$ cat config.mk
export PLATFORM = sky130hd
export DESIGN_NAME = riff_wave_header_parser_core_flat
export DESIGN_NICKNAME = d
export VERILOG_FILES = /design/src/rwhp_pkg.sv /design/src/rwhp_in_if.sv /design/src/rwhp_out_if.sv /design/src/rwhp_useq.sv /design/src/rwhp_dp.sv /design/src/riff_wave_header_parser_core.sv /design/src/flat_wrapper.sv
export SDC_FILE = /design/constraint.sdc
export NUM_CORES = 2
export LEC_CHECK = 0
export ABC_AREA = 1
export BUFFER_PORTS_ARGS = -buffer_cell sky130_fd_sc_hd__buf_4
export CAP_MARGIN = 15
export CORE_MARGIN = 8
export CORE_UTILIZATION = 55
export DETAILED_ROUTE_END_ITERATION = 8
export GPL_TIMING_DRIVEN = 0
export MAX_ROUTING_LAYER = met4
export PLACE_DENSITY = 0.82
export REMOVE_ABC_BUFFERS = 1
export SYNTH_ARGS = -nofsm -noshare
export SYNTH_HDL_FRONTEND = slang
export SYNTH_SLANG_ARGS = --single-unit
$ cat constraint.sdc
create_clock -name clk -period 11.13 [get_ports clk]
set_input_delay 0.5565 -clock clk [delete_from_list [all_inputs] [get_ports clk]]
set_output_delay 0.5565 -clock clk [all_outputs]
set_load 0.01 [all_outputs]
$ cat src/rwhp_pkg.sv
// Shared types, constants and microcode table of the RIFF/WAVE header parser.
package rwhp_pkg;

    localparam int BYTE_W  = 8;
    localparam int HALF_W  = 16;
    localparam int WORD_W  = 32;
    localparam int SKIP_W  = 33;
    localparam int STAT_W  = 3;
    localparam int LANE_W  = 2;
    localparam int FRAC_W  = 3;

    localparam logic [WORD_W-1:0] MAGIC_RIFF = 32'h4646_4952;
    localparam logic [WORD_W-1:0] MAGIC_WAVE = 32'h4556_4157;
    localparam logic [WORD_W-1:0] MAGIC_FMT  = 32'h2074_6D66;
    localparam logic [WORD_W-1:0] MAGIC_DATA = 32'h6174_6164;
    localparam logic [WORD_W-1:0] FMT_MIN    = 32'd16;

    localparam logic [HALF_W-1:0] FMT_PCM        = 16'h0001;
    localparam logic [HALF_W-1:0] FMT_FLOAT      = 16'h0003;
    localparam logic [HALF_W-1:0] FMT_ALAW       = 16'h0006;
    localparam logic [HALF_W-1:0] FMT_MULAW      = 16'h0007;
    localparam logic [HALF_W-1:0] FMT_EXTENSIBLE = 16'hFFFE;

    typedef enum logic [STAT_W-1:0] {
        ST_OK,
        ST_NO_RIFF,
        ST_NO_WAVE,
        ST_NO_FMT,
        ST_BAD_FORMAT,
        ST_ALIGN_MISMATCH,
        ST_RATE_MISMATCH,
        ST_FMT_SHORT
    } status_t;

    // Program counter of the microcode sequencer.
    typedef enum logic [4:0] {
        PH_RIFF,
        PH_RIFFSIZE,
        PH_WAVE,
        PH_FMT,
        PH_FMTSIZE,
        PH_FORMAT,
        PH_CHANNELS,
        PH_RATE,
        PH_BYTERATE,
        PH_ALIGN,
        PH_BITS,
        PH_MUL,
        PH_CHKALIGN,
        PH_CHKRATE,
        PH_FMTREST,
        PH_SKIP,
        PH_CHUNKID,
        PH_CHUNKSIZE,
        PH_DATASIZE,
        PH_DONE
    } phase_t;

    typedef enum logic [2:0] {
        D_NONE,
        D_FMTLEFT,
        D_FORMAT,
        D_CHANNELS,
        D_RATE,
        D_BYTERATE,
        D_ALIGN,
        D_BITS
    } dest_t;

    typedef enum logic [1:0] {
        SK_NONE,
        SK_FMT,
        SK_CHUNK
    } skip_src_t;

    typedef enum logic [2:0] {
        T_NONE,
        T_MAGIC,
        T_FMTSIZE,
        T_FORMAT,
        T_ALIGN,
        T_RATE,
        T_LOADNZ,
        T_SKIPZ
    } test_t;

    typedef enum logic [1:0] {
        MG_RIFF,
        MG_WAVE,
        MG_FMT,
        MG_DATA
    } magic_t;

    typedef struct packed {
        logic      byte_step;   // step waits for an input byte
        logic      field_en;    // byte goes into the field accumulator
        logic      len2;        // two-byte field, otherwise four
        logic      skip_en;     // byte is counted off the skip counter
        logic      count_en;    // byte advances the file offset
        dest_t     dest;
        skip_src_t skip_src;
        test_t     test;
        magic_t    magic;
        logic      fail_emit;   // failed test sends an error result
        logic      emit_ok;     // completed step sends the good result
        status_t   fail_status;
        phase_t    next_ph;     // taken when the test passes
        phase_t    alt_ph;      // taken when the test fails without a result
    } ctl_word_t;

    typedef struct packed {
        logic complete;
        logic pass;
        logic emit;
    } dp_flags_t;

    typedef struct packed {
        status_t             status;
        logic [HALF_W-1:0]   audio_format;
        logic [HALF_W-1:0]   channel_count;
        logic [WORD_W-1:0]   sample_rate;
        logic [WORD_W-1:0]   bytes_per_second;
        logic [HALF_W-1:0]   frame_bytes;
        logic [HALF_W-1:0]   sample_bits;
        logic [WORD_W-1:0]   payload_size;
        logic [WORD_W-1:0]   payload_offset;
    } out_item_t;

    function automatic logic [WORD_W-1:0] magic_word(input magic_t m);
        logic [WORD_W-1:0] w;
        unique case (m)
            MG_RIFF: w = MAGIC_RIFF;
            MG_WAVE: w = MAGIC_WAVE;
            MG_FMT:  w = MAGIC_FMT;
            MG_DATA: w = MAGIC_DATA;
            default: w = MAGIC_DATA;
        endcase
        return w;
    endfunction

    function automatic logic format_ok(input logic [HALF_W-1:0] f);
        return (f == FMT_PCM) || (f == FMT_FLOAT) || (f == FMT_ALAW) ||
               (f == FMT_MULAW) || (f == FMT_EXTENSIBLE);
    endfunction

    // Microcode ROM: one control word per step.
    function automatic ctl_word_t ucode(input phase_t ph);
        ctl_word_t w;
        w             = '0;
        w.byte_step   = 1'b1;
        w.field_en    = 1'b1;
        w.count_en    = 1'b1;
        w.dest        = D_NONE;
        w.skip_src    = SK_NONE;
        w.test        = T_NONE;
        w.magic       = MG_RIFF;
        w.fail_status = ST_OK;
        w.next_ph     = PH_DONE;
        w.alt_ph      = PH_DONE;
        unique case (ph)
            PH_RIFF:
            begin
                w.test        = T_MAGIC;
                w.magic       = MG_RIFF;
                w.fail_emit   = 1'b1;
                w.fail_status = ST_NO_RIFF;
                w.next_ph     = PH_RIFFSIZE;
            end
            PH_RIFFSIZE:
            begin
                w.next_ph = PH_WAVE;
            end
            PH_WAVE:
            begin
                w.test        = T_MAGIC;
                w.magic       = MG_WAVE;
                w.fail_emit   = 1'b1;
                w.fail_status = ST_NO_WAVE;
                w.next_ph     = PH_FMT;
            end
            PH_FMT:
            begin
                w.test        = T_MAGIC;
                w.magic       = MG_FMT;
                w.fail_emit   = 1'b1;
                w.fail_status = ST_NO_FMT;
                w.next_ph     = PH_FMTSIZE;
            end
            PH_FMTSIZE:
            begin
                w.dest        = D_FMTLEFT;
                w.test        = T_FMTSIZE;
                w.fail_emit   = 1'b1;
                w.fail_status = ST_FMT_SHORT;
                w.next_ph     = PH_FORMAT;
            end
            PH_FORMAT:
            begin
                w.len2        = 1'b1;
                w.dest        = D_FORMAT;
                w.test        = T_FORMAT;
                w.fail_emit   = 1'b1;
                w.fail_status = ST_BAD_FORMAT;
                w.next_ph     = PH_CHANNELS;
            end
            PH_CHANNELS:
            begin
                w.len2    = 1'b1;
                w.dest    = D_CHANNELS;
                w.next_ph = PH_RATE;
            end
            PH_RATE:
            begin
                w.dest    = D_RATE;
                w.next_ph = PH_BYTERATE;
            end
            PH_BYTERATE:
            begin
                w.dest    = D_BYTERATE;
                w.next_ph = PH_ALIGN;
            end
            PH_ALIGN:
            begin
                w.len2    = 1'b1;
                w.dest    = D_ALIGN;
                w.next_ph = PH_BITS;
            end
            PH_BITS:
            begin
                w.len2    = 1'b1;
                w.dest    = D_BITS;
                w.next_ph = PH_MUL;
            end
            PH_MUL:
            begin
                w.byte_step = 1'b0;
                w.field_en  = 1'b0;
                w.count_en  = 1'b0;
                w.next_ph   = PH_CHKALIGN;
            end
            PH_CHKALIGN:
            begin
                w.byte_step   = 1'b0;
                w.field_en    = 1'b0;
                w.count_en    = 1'b0;
                w.test        = T_ALIGN;
                w.fail_emit   = 1'b1;
                w.fail_status = ST_ALIGN_MISMATCH;
                w.next_ph     = PH_CHKRATE;
            end
            PH_CHKRATE:
            begin
                w.byte_step   = 1'b0;
                w.field_en    = 1'b0;
                w.count_en    = 1'b0;
                w.test        = T_RATE;
                w.fail_emit   = 1'b1;
                w.fail_status = ST_RATE_MISMATCH;
                w.next_ph     = PH_FMTREST;
            end
            PH_FMTREST:
            begin
                w.byte_step = 1'b0;
                w.field_en  = 1'b0;
                w.count_en  = 1'b0;
                w.skip_src  = SK_FMT;
                w.test      = T_LOADNZ;
                w.next_ph   = PH_SKIP;
                w.alt_ph    = PH_CHUNKID;
            end
            PH_SKIP:
            begin
                w.field_en = 1'b0;
                w.skip_en  = 1'b1;
                w.test     = T_SKIPZ;
                w.next_ph  = PH_CHUNKID;
                w.alt_ph   = PH_SKIP;
            end
            PH_CHUNKID:
            begin
                w.test    = T_MAGIC;
                w.magic   = MG_DATA;
                w.next_ph = PH_DATASIZE;
                w.alt_ph  = PH_CHUNKSIZE;
            end
            PH_CHUNKSIZE:
            begin
                w.skip_src = SK_CHUNK;
                w.test     = T_LOADNZ;
                w.next_ph  = PH_SKIP;
                w.alt_ph   = PH_CHUNKID;
            end
            PH_DATASIZE:
            begin
                w.emit_ok = 1'b1;
                w.next_ph = PH_DONE;
            end
            default:
            begin
                w.field_en = 1'b0;
                w.count_en = 1'b0;
                w.next_ph  = PH_DONE;
            end
        endcase
        return w;
    endfunction

endpackage

$ cat src/rwhp_in_if.sv
// Input byte channel of the RIFF/WAVE header parser.
interface rwhp_in_if;
    logic                        valid;
    logic                        ready;
    logic [rwhp_pkg::BYTE_W-1:0] byte_value;
    logic                        restart;

    modport source (output valid, output byte_value, output restart, input ready);
    modport sink   (input valid, input byte_value, input restart, output ready);
endinterface

$ cat src/rwhp_out_if.sv
// Result channel of the RIFF/WAVE header parser.
interface rwhp_out_if;
    logic                        valid;
    logic                        ready;
    logic [rwhp_pkg::STAT_W-1:0] status;
    logic [rwhp_pkg::HALF_W-1:0] audio_format;
    logic [rwhp_pkg::HALF_W-1:0] channel_count;
    logic [rwhp_pkg::WORD_W-1:0] sample_rate;
    logic [rwhp_pkg::WORD_W-1:0] bytes_per_second;
    logic [rwhp_pkg::HALF_W-1:0] frame_bytes;
    logic [rwhp_pkg::HALF_W-1:0] sample_bits;
    logic [rwhp_pkg::WORD_W-1:0] payload_size;
    logic [rwhp_pkg::WORD_W-1:0] payload_offset;

    modport source (output valid, output status, output audio_format,
                    output channel_count, output sample_rate, output bytes_per_second,
                    output frame_bytes, output sample_bits, output payload_size,
                    output payload_offset, input ready);
    modport sink   (input valid, input status, input audio_format,
                    input channel_count, input sample_rate, input bytes_per_second,
                    input frame_bytes, input sample_bits, input payload_size,
                    input payload_offset, output ready);
endinterface

$ cat src/rwhp_useq.sv
// Microcode sequencer: step counter, control ROM and conditional jumps.
module rwhp_useq (
    input  logic                clk,
    input  logic                rst_n,
    input  logic                clear,
    input  logic                exec,
    input  rwhp_pkg::dp_flags_t flags,
    output rwhp_pkg::ctl_word_t ctl
);

    rwhp_pkg::phase_t pc_reg;
    rwhp_pkg::phase_t pc_next;

    always_ff @(posedge clk or negedge rst_n)
    begin
        if (!rst_n)
        begin
            pc_reg <= rwhp_pkg::PH_RIFF;
        end
        else
        begin
            pc_reg <= pc_next;
        end
    end

    // Next step: restart wins, then branch on the datapath test.
    always_comb
    begin
        pc_next = pc_reg;
        if (clear)
        begin
            pc_next = rwhp_pkg::PH_RIFF;
        end
        else if (exec && flags.complete)
        begin
            if (flags.pass)
            begin
                pc_next = ctl.next_ph;
            end
            else if (ctl.fail_emit)
            begin
                pc_next = rwhp_pkg::PH_DONE;
            end
            else
            begin
                pc_next = ctl.alt_ph;
            end
        end
    end

    always_comb
    begin
        ctl = rwhp_pkg::ucode(pc_reg);
    end

    a_restart_to_riff: assert property (@(posedge clk) disable iff (!rst_n)
        clear |=> (pc_reg == rwhp_pkg::PH_RIFF))
        else $error("restart did not return the sequencer to the RIFF step");

    a_mul_advances: assert property (@(posedge clk) disable iff (!rst_n)
        (pc_reg == rwhp_pkg::PH_MUL) |=> (pc_reg == rwhp_pkg::PH_CHKALIGN))
        else $error("multiply step did not advance to the alignment check");

endmodule

$ cat src/rwhp_dp.sv
// Datapath: field accumulator, fmt registers, multiplier pipe, skip and offset counters.
module rwhp_dp (
    input  logic                        clk,
    input  logic                        rst_n,
    input  logic                        clear,
    input  logic                        exec,
    input  rwhp_pkg::ctl_word_t         ctl,
    input  logic [rwhp_pkg::BYTE_W-1:0] byte_value,
    output rwhp_pkg::dp_flags_t         flags,
    output rwhp_pkg::out_item_t         result
);

    logic [rwhp_pkg::LANE_W-1:0] lane_reg, lane_next;
    logic [rwhp_pkg::WORD_W-1:0] field_reg, field_next;
    logic [rwhp_pkg::WORD_W-1:0] fmt_left_reg, fmt_left_next;
    logic [rwhp_pkg::SKIP_W-1:0] skip_reg, skip_next;
    logic [rwhp_pkg::WORD_W-1:0] position_reg, position_next;
    logic [rwhp_pkg::HALF_W-1:0] format_reg, format_next;
    logic [rwhp_pkg::HALF_W-1:0] channels_reg, channels_next;
    logic [rwhp_pkg::WORD_W-1:0] rate_reg, rate_next;
    logic [rwhp_pkg::WORD_W-1:0] byterate_reg, byterate_next;
    logic [rwhp_pkg::HALF_W-1:0] align_reg, align_next;
    logic [rwhp_pkg::HALF_W-1:0] bits_reg, bits_next;

    logic [rwhp_pkg::WORD_W-1:0] prod_cb_reg;
    logic [rwhp_pkg::WORD_W-1:0] prod_rc_reg;
    logic [rwhp_pkg::WORD_W-1:0] prod_rcb_reg;
    logic [47:0]                 wide_rc;
    logic [47:0]                 wide_rcb;

    logic [rwhp_pkg::WORD_W-1:0] acc_base;
    logic [rwhp_pkg::WORD_W-1:0] acc_cur;
    logic                        field_done;
    logic                        complete;
    logic                        pass;
    logic [rwhp_pkg::SKIP_W-1:0] skip_dec;
    logic [rwhp_pkg::SKIP_W-1:0] skip_load;
    logic                        load_en;

    // Little-endian gather: byte lane picks the slot.
    always_comb
    begin
        acc_base   = (lane_reg == '0) ? '0 : field_reg;
        acc_cur    = acc_base |
                     ({{(rwhp_pkg::WORD_W-rwhp_pkg::BYTE_W){1'b0}}, byte_value}
                      << {lane_reg, 3'b000});
        field_done = ctl.len2 ? (lane_reg == 2'd1) : (lane_reg == 2'd3);
        complete   = !ctl.field_en || field_done;
        load_en    = exec && complete && ctl.field_en;
        skip_dec   = (skip_reg != '0) ? (skip_reg - 33'd1) : skip_reg;
        case (ctl.skip_src)
            rwhp_pkg::SK_FMT:   skip_load = {1'b0, fmt_left_reg - rwhp_pkg::FMT_MIN};
            rwhp_pkg::SK_CHUNK: skip_load = {1'b0, acc_cur} + {32'd0, acc_cur[0]};
            default:            skip_load = '0;
        endcase
    end

    always_comb
    begin
        unique case (ctl.test)
            rwhp_pkg::T_NONE:    pass = 1'b1;
            rwhp_pkg::T_MAGIC:   pass = (acc_cur == rwhp_pkg::magic_word(ctl.magic));
            rwhp_pkg::T_FMTSIZE: pass = (acc_cur >= rwhp_pkg::FMT_MIN);
            rwhp_pkg::T_FORMAT:  pass = rwhp_pkg::format_ok(acc_cur[rwhp_pkg::HALF_W-1:0]);
            rwhp_pkg::T_ALIGN:   pass = ({16'd0, align_reg} ==
                                         {3'd0, prod_cb_reg[rwhp_pkg::WORD_W-1:rwhp_pkg::FRAC_W]});
            rwhp_pkg::T_RATE:    pass = (byterate_reg ==
                                         {3'd0, prod_rcb_reg[rwhp_pkg::WORD_W-1:rwhp_pkg::FRAC_W]});
            rwhp_pkg::T_LOADNZ:  pass = (skip_load != '0);
            rwhp_pkg::T_SKIPZ:   pass = (skip_dec == '0);
            default:             pass = 1'b1;
        endcase
        flags.complete = complete;
        flags.pass     = pass;
        flags.emit     = complete && (ctl.emit_ok || (!pass && ctl.fail_emit));
    end

    always_comb
    begin
        lane_next     = lane_reg;
        field_next    = field_reg;
        fmt_left_next = fmt_left_reg;
        skip_next     = skip_reg;
        position_next = position_reg;
        format_next   = format_reg;
        channels_next = channels_reg;
        rate_next     = rate_reg;
        byterate_next = byterate_reg;
        align_next    = align_reg;
        bits_next     = bits_reg;
        if (exec && ctl.count_en && (position_reg != '1))
        begin
            position_next = position_reg + 32'd1;
        end
        if (exec && ctl.field_en)
        begin
            field_next = acc_cur;
            lane_next  = field_done ? '0 : lane_reg + 2'd1;
        end
        if (load_en)
        begin
            case (ctl.dest)
                rwhp_pkg::D_FMTLEFT:  fmt_left_next = acc_cur;
                rwhp_pkg::D_FORMAT:   format_next   = acc_cur[rwhp_pkg::HALF_W-1:0];
                rwhp_pkg::D_CHANNELS: channels_next = acc_cur[rwhp_pkg::HALF_W-1:0];
                rwhp_pkg::D_RATE:     rate_next     = acc_cur;
                rwhp_pkg::D_BYTERATE: byterate_next = acc_cur;
                rwhp_pkg::D_ALIGN:    align_next    = acc_cur[rwhp_pkg::HALF_W-1:0];
                rwhp_pkg::D_BITS:     bits_next     = acc_cur[rwhp_pkg::HALF_W-1:0];
                default:              field_next    = field_next;
            endcase
        end
        if (exec && ctl.skip_en)
        begin
            skip_next = skip_dec;
        end
        else if (exec && complete && (ctl.skip_src != rwhp_pkg::SK_NONE))
        begin
            skip_next = skip_load;
        end
    end

    always_ff @(posedge clk or negedge rst_n)
    begin
        if (!rst_n)
        begin
            lane_reg     <= '0;
            field_reg    <= '0;
            fmt_left_reg <= '0;
            skip_reg     <= '0;
            position_reg <= '0;
            format_reg   <= '0;
            channels_reg <= '0;
            rate_reg     <= '0;
            byterate_reg <= '0;
            align_reg    <= '0;
            bits_reg     <= '0;
        end
        else if (clear)
        begin
            lane_reg     <= '0;
            field_reg    <= '0;
            fmt_left_reg <= '0;
            skip_reg     <= '0;
            position_reg <= '0;
            format_reg   <= '0;
            channels_reg <= '0;
            rate_reg     <= '0;
            byterate_reg <= '0;
            align_reg    <= '0;
            bits_reg     <= '0;
        end
        else
        begin
            lane_reg     <= lane_next;
            field_reg    <= field_next;
            fmt_left_reg <= fmt_left_next;
            skip_reg     <= skip_next;
            position_reg <= position_next;
            format_reg   <= format_next;
            channels_reg <= channels_next;
            rate_reg     <= rate_next;
            byterate_reg <= byterate_next;
            align_reg    <= align_next;
            bits_reg     <= bits_next;
        end
    end

    // Free-running multiplier pipe, products wrap to 32 bits.
    always_comb
    begin
        wide_rc  = rate_reg * channels_reg;
        wide_rcb = prod_rc_reg * bits_reg;
    end

    always_ff @(posedge clk)
    begin
        prod_cb_reg  <= channels_reg * bits_reg;
        prod_rc_reg  <= wide_rc[rwhp_pkg::WORD_W-1:0];
        prod_rcb_reg <= wide_rcb[rwhp_pkg::WORD_W-1:0];
    end

    always_comb
    begin
        result.status           = ctl.emit_ok ? rwhp_pkg::ST_OK : ctl.fail_status;
        result.audio_format     = format_next;
        result.channel_count    = channels_next;
        result.sample_rate      = rate_next;
        result.bytes_per_second = byterate_next;
        result.frame_bytes      = align_next;
        result.sample_bits      = bits_next;
        result.payload_size     = ctl.emit_ok ? acc_cur : '0;
        result.payload_offset   = ctl.emit_ok ? position_next : '0;
    end

    a_offset_monotonic: assert property (@(posedge clk) disable iff (!rst_n)
        !clear |=> (position_reg >= $past(position_reg)))
        else $error("file offset went backward without a restart");

endmodule

$ cat src/riff_wave_header_parser_core.sv
// Top level of the RIFF/WAVE header parser: handshakes, byte holding register, result register.
// Flow: each beat is taken into the byte register and then consumed by a microcode step;
//   the bits-per-sample byte is followed by internal steps (multiplier pipe, the two
//   consistency checks and the fmt skip load) before the next byte is taken.
// Output: a step that sends a result, good or error, loads the result register once it is free.
// Reset: rst_n clears the sequencer to the RIFF step, drops any held byte and empties the
//   result register; a beat with restart set clears the parse state before it is consumed.
module riff_wave_header_parser_core (
    input  logic       clk,
    input  logic       rst_n,
    rwhp_in_if.sink    in_ch,
    rwhp_out_if.source out_ch
);

    rwhp_pkg::ctl_word_t ctl;
    rwhp_pkg::dp_flags_t flags;
    rwhp_pkg::out_item_t result;

    logic [rwhp_pkg::BYTE_W-1:0] byte_reg;
    logic                        pend_reg, pend_next;
    logic                        out_valid_reg, out_valid_next;
    rwhp_pkg::out_item_t         out_item_reg;

    logic accept;
    logic clear;
    logic out_free;
    logic exec;
    logic emit_fire;

    // Take a beat only at a byte step with no byte held.
    always_comb
    begin
        in_ch.ready = !pend_reg && ctl.byte_step;
        accept      = in_ch.valid && in_ch.ready;
        clear       = accept && in_ch.restart;
        out_free    = !out_valid_reg || out_ch.ready;
        // Hold a step that sends a result until the result register frees up.
        exec        = (ctl.byte_step ? pend_reg : 1'b1) && !(flags.emit && !out_free);
        emit_fire   = exec && flags.emit;
    end

    always_comb
    begin
        pend_next = pend_reg;
        if (accept)
        begin
            pend_next = 1'b1;
        end
        else if (exec && ctl.byte_step)
        begin
            pend_next = 1'b0;
        end
        out_valid_next = out_valid_reg;
        if (emit_fire)
        begin
            out_valid_next = 1'b1;
        end
        else if (out_ch.ready)
        begin
            out_valid_next = 1'b0;
        end
    end

    always_ff @(posedge clk or negedge rst_n)
    begin
        if (!rst_n)
        begin
            pend_reg      <= 1'b0;
            out_valid_reg <= 1'b0;
        end
        else
        begin
            pend_reg      <= pend_next;
            out_valid_reg <= out_valid_next;
        end
    end

    always_ff @(posedge clk)
    begin
        if (accept)
        begin
            byte_reg <= in_ch.byte_value;
        end
        if (emit_fire)
        begin
            out_item_reg <= result;
        end
    end

    rwhp_useq u_useq (
        .clk   (clk),
        .rst_n (rst_n),
        .clear (clear),
        .exec  (exec),
        .flags (flags),
        .ctl   (ctl)
    );

    rwhp_dp u_dp (
        .clk        (clk),
        .rst_n      (rst_n),
        .clear      (clear),
        .exec       (exec),
        .ctl        (ctl),
        .byte_value (byte_reg),
        .flags      (flags),
        .result     (result)
    );

    // Drive the result channel from the result register.
    always_comb
    begin
        out_ch.valid            = out_valid_reg;
        out_ch.status           = out_item_reg.status;
        out_ch.audio_format     = out_item_reg.audio_format;
        out_ch.channel_count    = out_item_reg.channel_count;
        out_ch.sample_rate      = out_item_reg.sample_rate;
        out_ch.bytes_per_second = out_item_reg.bytes_per_second;
        out_ch.frame_bytes      = out_item_reg.frame_bytes;
        out_ch.sample_bits      = out_item_reg.sample_bits;
        out_ch.payload_size     = out_item_reg.payload_size;
        out_ch.payload_offset   = out_item_reg.payload_offset;
    end

    a_no_accept_while_held: assert property (@(posedge clk) disable iff (!rst_n)
        pend_reg |-> !in_ch.ready)
        else $error("input ready while a byte is still held");

    a_result_from_step: assert property (@(posedge clk) disable iff (!rst_n)
        (!out_valid_reg ##1 out_valid_reg) |-> $past(emit_fire))
        else $error("result register filled without a sending step");

endmodule
$ cat src/flat_wrapper.sv
// flat-port wrapper written by rule: the top's interface ports become plain ports
module riff_wave_header_parser_core_flat 
  (clk, rst_n, in_ch_valid, in_ch_byte_value, in_ch_restart, in_ch_ready, out_ch_valid, out_ch_status, out_ch_audio_format, out_ch_channel_count, out_ch_sample_rate, out_ch_bytes_per_second, out_ch_frame_bytes, out_ch_sample_bits, out_ch_payload_size, out_ch_payload_offset, out_ch_ready);
  rwhp_in_if in_ch_i ();
  rwhp_out_if out_ch_i ();
  input  logic clk;
  input  logic rst_n;
  input wire logic [$bits(in_ch_i.valid)-1:0] in_ch_valid;
  input wire logic [$bits(in_ch_i.byte_value)-1:0] in_ch_byte_value;
  input wire logic [$bits(in_ch_i.restart)-1:0] in_ch_restart;
  output wire logic [$bits(in_ch_i.ready)-1:0] in_ch_ready;
  output wire logic [$bits(out_ch_i.valid)-1:0] out_ch_valid;
  output wire logic [$bits(out_ch_i.status)-1:0] out_ch_status;
  output wire logic [$bits(out_ch_i.audio_format)-1:0] out_ch_audio_format;
  output wire logic [$bits(out_ch_i.channel_count)-1:0] out_ch_channel_count;
  output wire logic [$bits(out_ch_i.sample_rate)-1:0] out_ch_sample_rate;
  output wire logic [$bits(out_ch_i.bytes_per_second)-1:0] out_ch_bytes_per_second;
  output wire logic [$bits(out_ch_i.frame_bytes)-1:0] out_ch_frame_bytes;
  output wire logic [$bits(out_ch_i.sample_bits)-1:0] out_ch_sample_bits;
  output wire logic [$bits(out_ch_i.payload_size)-1:0] out_ch_payload_size;
  output wire logic [$bits(out_ch_i.payload_offset)-1:0] out_ch_payload_offset;
  input wire logic [$bits(out_ch_i.ready)-1:0] out_ch_ready;
  assign in_ch_i.valid = in_ch_valid;
  assign in_ch_i.byte_value = in_ch_byte_value;
  assign in_ch_i.restart = in_ch_restart;
  assign in_ch_ready = in_ch_i.ready;
  assign out_ch_valid = out_ch_i.valid;
  assign out_ch_status = out_ch_i.status;
  assign out_ch_audio_format = out_ch_i.audio_format;
  assign out_ch_channel_count = out_ch_i.channel_count;
  assign out_ch_sample_rate = out_ch_i.sample_rate;
  assign out_ch_bytes_per_second = out_ch_i.bytes_per_second;
  assign out_ch_frame_bytes = out_ch_i.frame_bytes;
  assign out_ch_sample_bits = out_ch_i.sample_bits;
  assign out_ch_payload_size = out_ch_i.payload_size;
  assign out_ch_payload_offset = out_ch_i.payload_offset;
  assign out_ch_i.ready = out_ch_ready;
  riff_wave_header_parser_core u_core (.clk(clk), .rst_n(rst_n), .in_ch(in_ch_i), .out_ch(out_ch_i));
endmodule
==> flow_summary_export.csv <==
group,metric,value,unit
worst_setup_path,cpMostUsedCell,"nand2_1",
yosys,synth_edf_count,203,
cts,cts_sinks,559,
cts,root_buffer,"clkbuf_16",
finish,largest_reg_flops,33,
worst_setup_path,critPathRequiredTime,11.44,ns
worst_setup_path,rrSetupSlack,2.97,ns
global_route,grt_antenna_before_repair,8,
die,die_w,344.1,µm
finish,multi_input_area,37430,µm²
finish,fin_nets,8473,
power_and_ir_drop,p_leak,32.41,nW
finish,layout.area.seq,14590,µm²
flow_run,maxCapViolCount,0,
place,place_congestion,0.9869,
outcome,status,"completed",
sta,fmax,122.5,MHz
place,port_buffers,209,
worst_setup_path,critical-path-max-stage-delay,0.87,ns
drt,drc,0,
worst_setup_path,startpoint_type,"flip-flop",
yosys,syn_inst,7477,
global_route,grt_overflow,0,
power_and_ir_drop,irDropWorstVdd,0.1672,mV
die,die-area,118400,µm²
yosys,yosysWarnings,0,
yosys,synthArstFlopShare,0.4758,
cts,clk_pin_slew,0.06,ns
cts,cts.path.max_buffers,3,
drt,vias,50360,
die,rows,120,
cts,cts_tree,"built",
sta,slew_headroom,0.2658,
yosys,synthFlopType,"dfrtp_1",
power_and_ir_drop,p_per_area,94.30,nW/µm²
min_path,holdPathStages,1,
yosys,synth_area,59210,µm²
finish,layout_commonest_cell,"nand2_1",
worst_setup_path,cp_slowest_cell,"dfrtp_1",
place,detailed_place_hpwl,135500,µm
die,num_io_pins,210,
die,core_region_area,106900,µm²
worst_setup_path,r2r-start,"u_core.u_dp.lane_reg[1]",
cts,postCtsSetupBuffers,0,
finish,areaGrowthSynthToFinish,8.476,%
drt,drtIter0Drc,5666,
global_route,grt_pass1_vias,51440,
finish,final_cells,8883,
sta,period_share,0.7333,
sta,slew_violations,0,
sta,rsz0062_at_grt,"false",
min_path,min_from,"in_ch_byte_value[7]",
die,start_util,0.5539,
cts,numCtsBuffers,61,
drt,firstDrtPassIters,7,
worst_setup_path,crit_family,"simple AND/OR/NAND/NOR gates",
drt,avgViaCountPerCell,5.669,
worst_setup_path,path_buf_inv,5,
cts,cts_max_level,2,
cts,cts_resized,0,
finish,n_fill_cell,8948,
worst_setup_path,cp-startpoint,"u_core.u_dp.lane_reg[1]",
worst_setup_path,critPathCaptureType,"flip-flop",
yosys,synth_seq_area_share,0.2458,
yosys,ys_ff_latch,559,
finish,final_cell_mix,"nand2_1 (2258), inv_1 (1472), fa_1 (802)",
yosys,post_synth.cell_area_avg,7.919,µm²
worst_setup_path,crit_arrival,8.47,ns
sta,finalCriticalPeriod,8.162,ns
min_path,holdPathEnd,"u_core.byte_reg[7]",
cts,clk-insertion-delay-late,0.69,ns
global_route,grt_max_degree,124,
worst_setup_path,cp_max_fo,123,
min_path,hold_path_class,"primary input to flip-flop",
sta,skew,0.04808,ns
finish,final_util,0.6008,
global_route,grt_usage,0.3141,
finish,drive_above_1_share,0.07843,
drt,wl,181300,µm
worst_setup_path,ff2ff_path_depth,23,
yosys,synth_cell_types,59,
worst_setup_path,cp_cell_sequence,"clkinv_4 > ha_1 > inv_2 > nand2_1 > nand2_1 > ha_1 > nand2_1 > nor2_2 > nand2_2 > nor2_2 > a21oi_1 > o21ai_0 > nor2_1 > nand2_1 > nor2_1 > nand4_1 > nand2_2 > a21oi_4 > nand2_1 > inv_1 > nand2_1 > inv_8 > buf_16",
sta,tightest_slew,1.099,ns
die,die_h,344.1,µm
drt,wl_per_cell,20.41,µm
drt,drtAntennaViolNets,0,
place,dp_cells,8757,
worst_setup_path,r2r-end,"u_core.out_ch.sample_rate[7]",
sta,hold_viol,0,
worst_setup_path,crit_type,"flip-flop to flip-flop",
global_route,grt_pass1_wl,283500,µm
sta,setup_viol,0,
[cells in the mapped netlist, types with 2 or more instances]
cell         n  area [µm²]
buf_1       70       262.8
o21ai_0    189       945.9
buf_2       46       230.2
nor4_1      13       81.33
nor2_2      15       93.84
xnor2_1     84       735.7
nand3_1    201        1006
nand4_1    108       675.7
dfxtp_1     90        1802
nor2_1     411        1543
a31oi_1     27       168.9
nand2_1   2259        8479
nand2_2     84       525.5
inv_1     1475        5537
a21oi_1    280        1401
a21boi_0     8       60.06
edfxtp_1   203        6096
a21o_1       7       52.55
ha_1       239        2990
o21ai_1     11       55.05
o21a_1      23       172.7
nand3b_1     4       30.03
o22ai_1      5       31.28
nor2_4       2       22.52
nor3_2       2       20.02
a21oi_2     60       525.5
inv_2        7       26.28
o221ai_1     2       17.52
buf_6       15       168.9
a221oi_1     2       17.52
o211ai_1     2       15.01
o21bai_1     7       52.55
nand4_2      2       25.02
fa_1       802       16060
or2_2        7       43.79
buf_4       12       90.09
xor2_1     139        1217
nor3_1      33       165.2
clkbuf_1   235       882.1
dfrtp_1    266        6656
clkinv_1    12       45.04
[cell type report]
class | count | area share
well taps | 1403 | 0.02733
flip-flops and latches | 559 | 0.2272
clock buffers | 74 | 0.02550
repair buffers | 260 | 0.04145
multi-input cells | 5041 | 0.5827
clock inverters | 42 | 0.007792
diodes | 8 | 0.0003117
inverters | 1496 | 0.08778
[per-stage QoR]
step / hold slack, ns / worst slack, ns / area (µm²) / power [mW] / TNS (ns)
floorplan: 0.2609 / 1.569 / 57540 / 3.099 / 0
global placement: 0.4563 / -4.406 / 60860 / 3.766 / -1284.75
detailed placement: 0.4719 / 3.369 / 62030 / 3.814 / 0
CTS: 0.03153 / 3.336 / 64180 / 5.989 / 0
global route: 0.04471 / 2.694 / 64230 / 6.205 / 0
finish: 0.05405 / 2.968 / 64230 / 6.057 / 0
[timing repair]
item,CTS,global route
hold buffers,1,0
setup endpoints to repair,0,0
hold endpoints to repair,50,0
[power breakdown]
| part | switching, mW | internal, mW | leakage, nW |
|---|---|---|---|
| Clock | 0.923 | 1.27 | 1.04 |
| Sequential | 0.0845 | 2.23 | 6.43 |
| Combinational | 1.24 | 0.315 | 24.9 |
| Total | 2.25 | 3.81 | 32.4 |
[layer usage]
metal | part of all wire | track usage
met3 | 0.13 | 0.08282
met1 | 0.38 | 0.4039
met5 | 0 | -
met2 | 0.44 | 0.4693
met4 | 0.052 | 0.1388
[cells by family (layout without fill, tap and decap cells)]
family	count (synthesis)	count (layout)	share of synthesized area
AOI/OAI and AO/OA	630	630	0.06041
adders and majority gates	1041	1041	0.3217
xor gates and xnor gates	223	223	0.03299
other	0	8	0
and+or+nand+nor	3147	3147	0.2159
DFF	559	559	0.2458
buffers and inverters	1877	1872	0.1232
[worst max path at each step]
stage | cells after the start | end
floorplan | 14 | u_core.out_ch.audio_format[0]
global placement | 14 | u_core.out_ch.sample_rate[2]
detailed placement | 23 | u_core.out_ch.sample_rate[4]
CTS | 23 | u_core.out_ch.channel_count[5]
global route | 23 | u_core.out_ch.channel_count[5]
finish | 23 | u_core.out_ch.sample_rate[7]
Power figures use the tool's default switching activity.
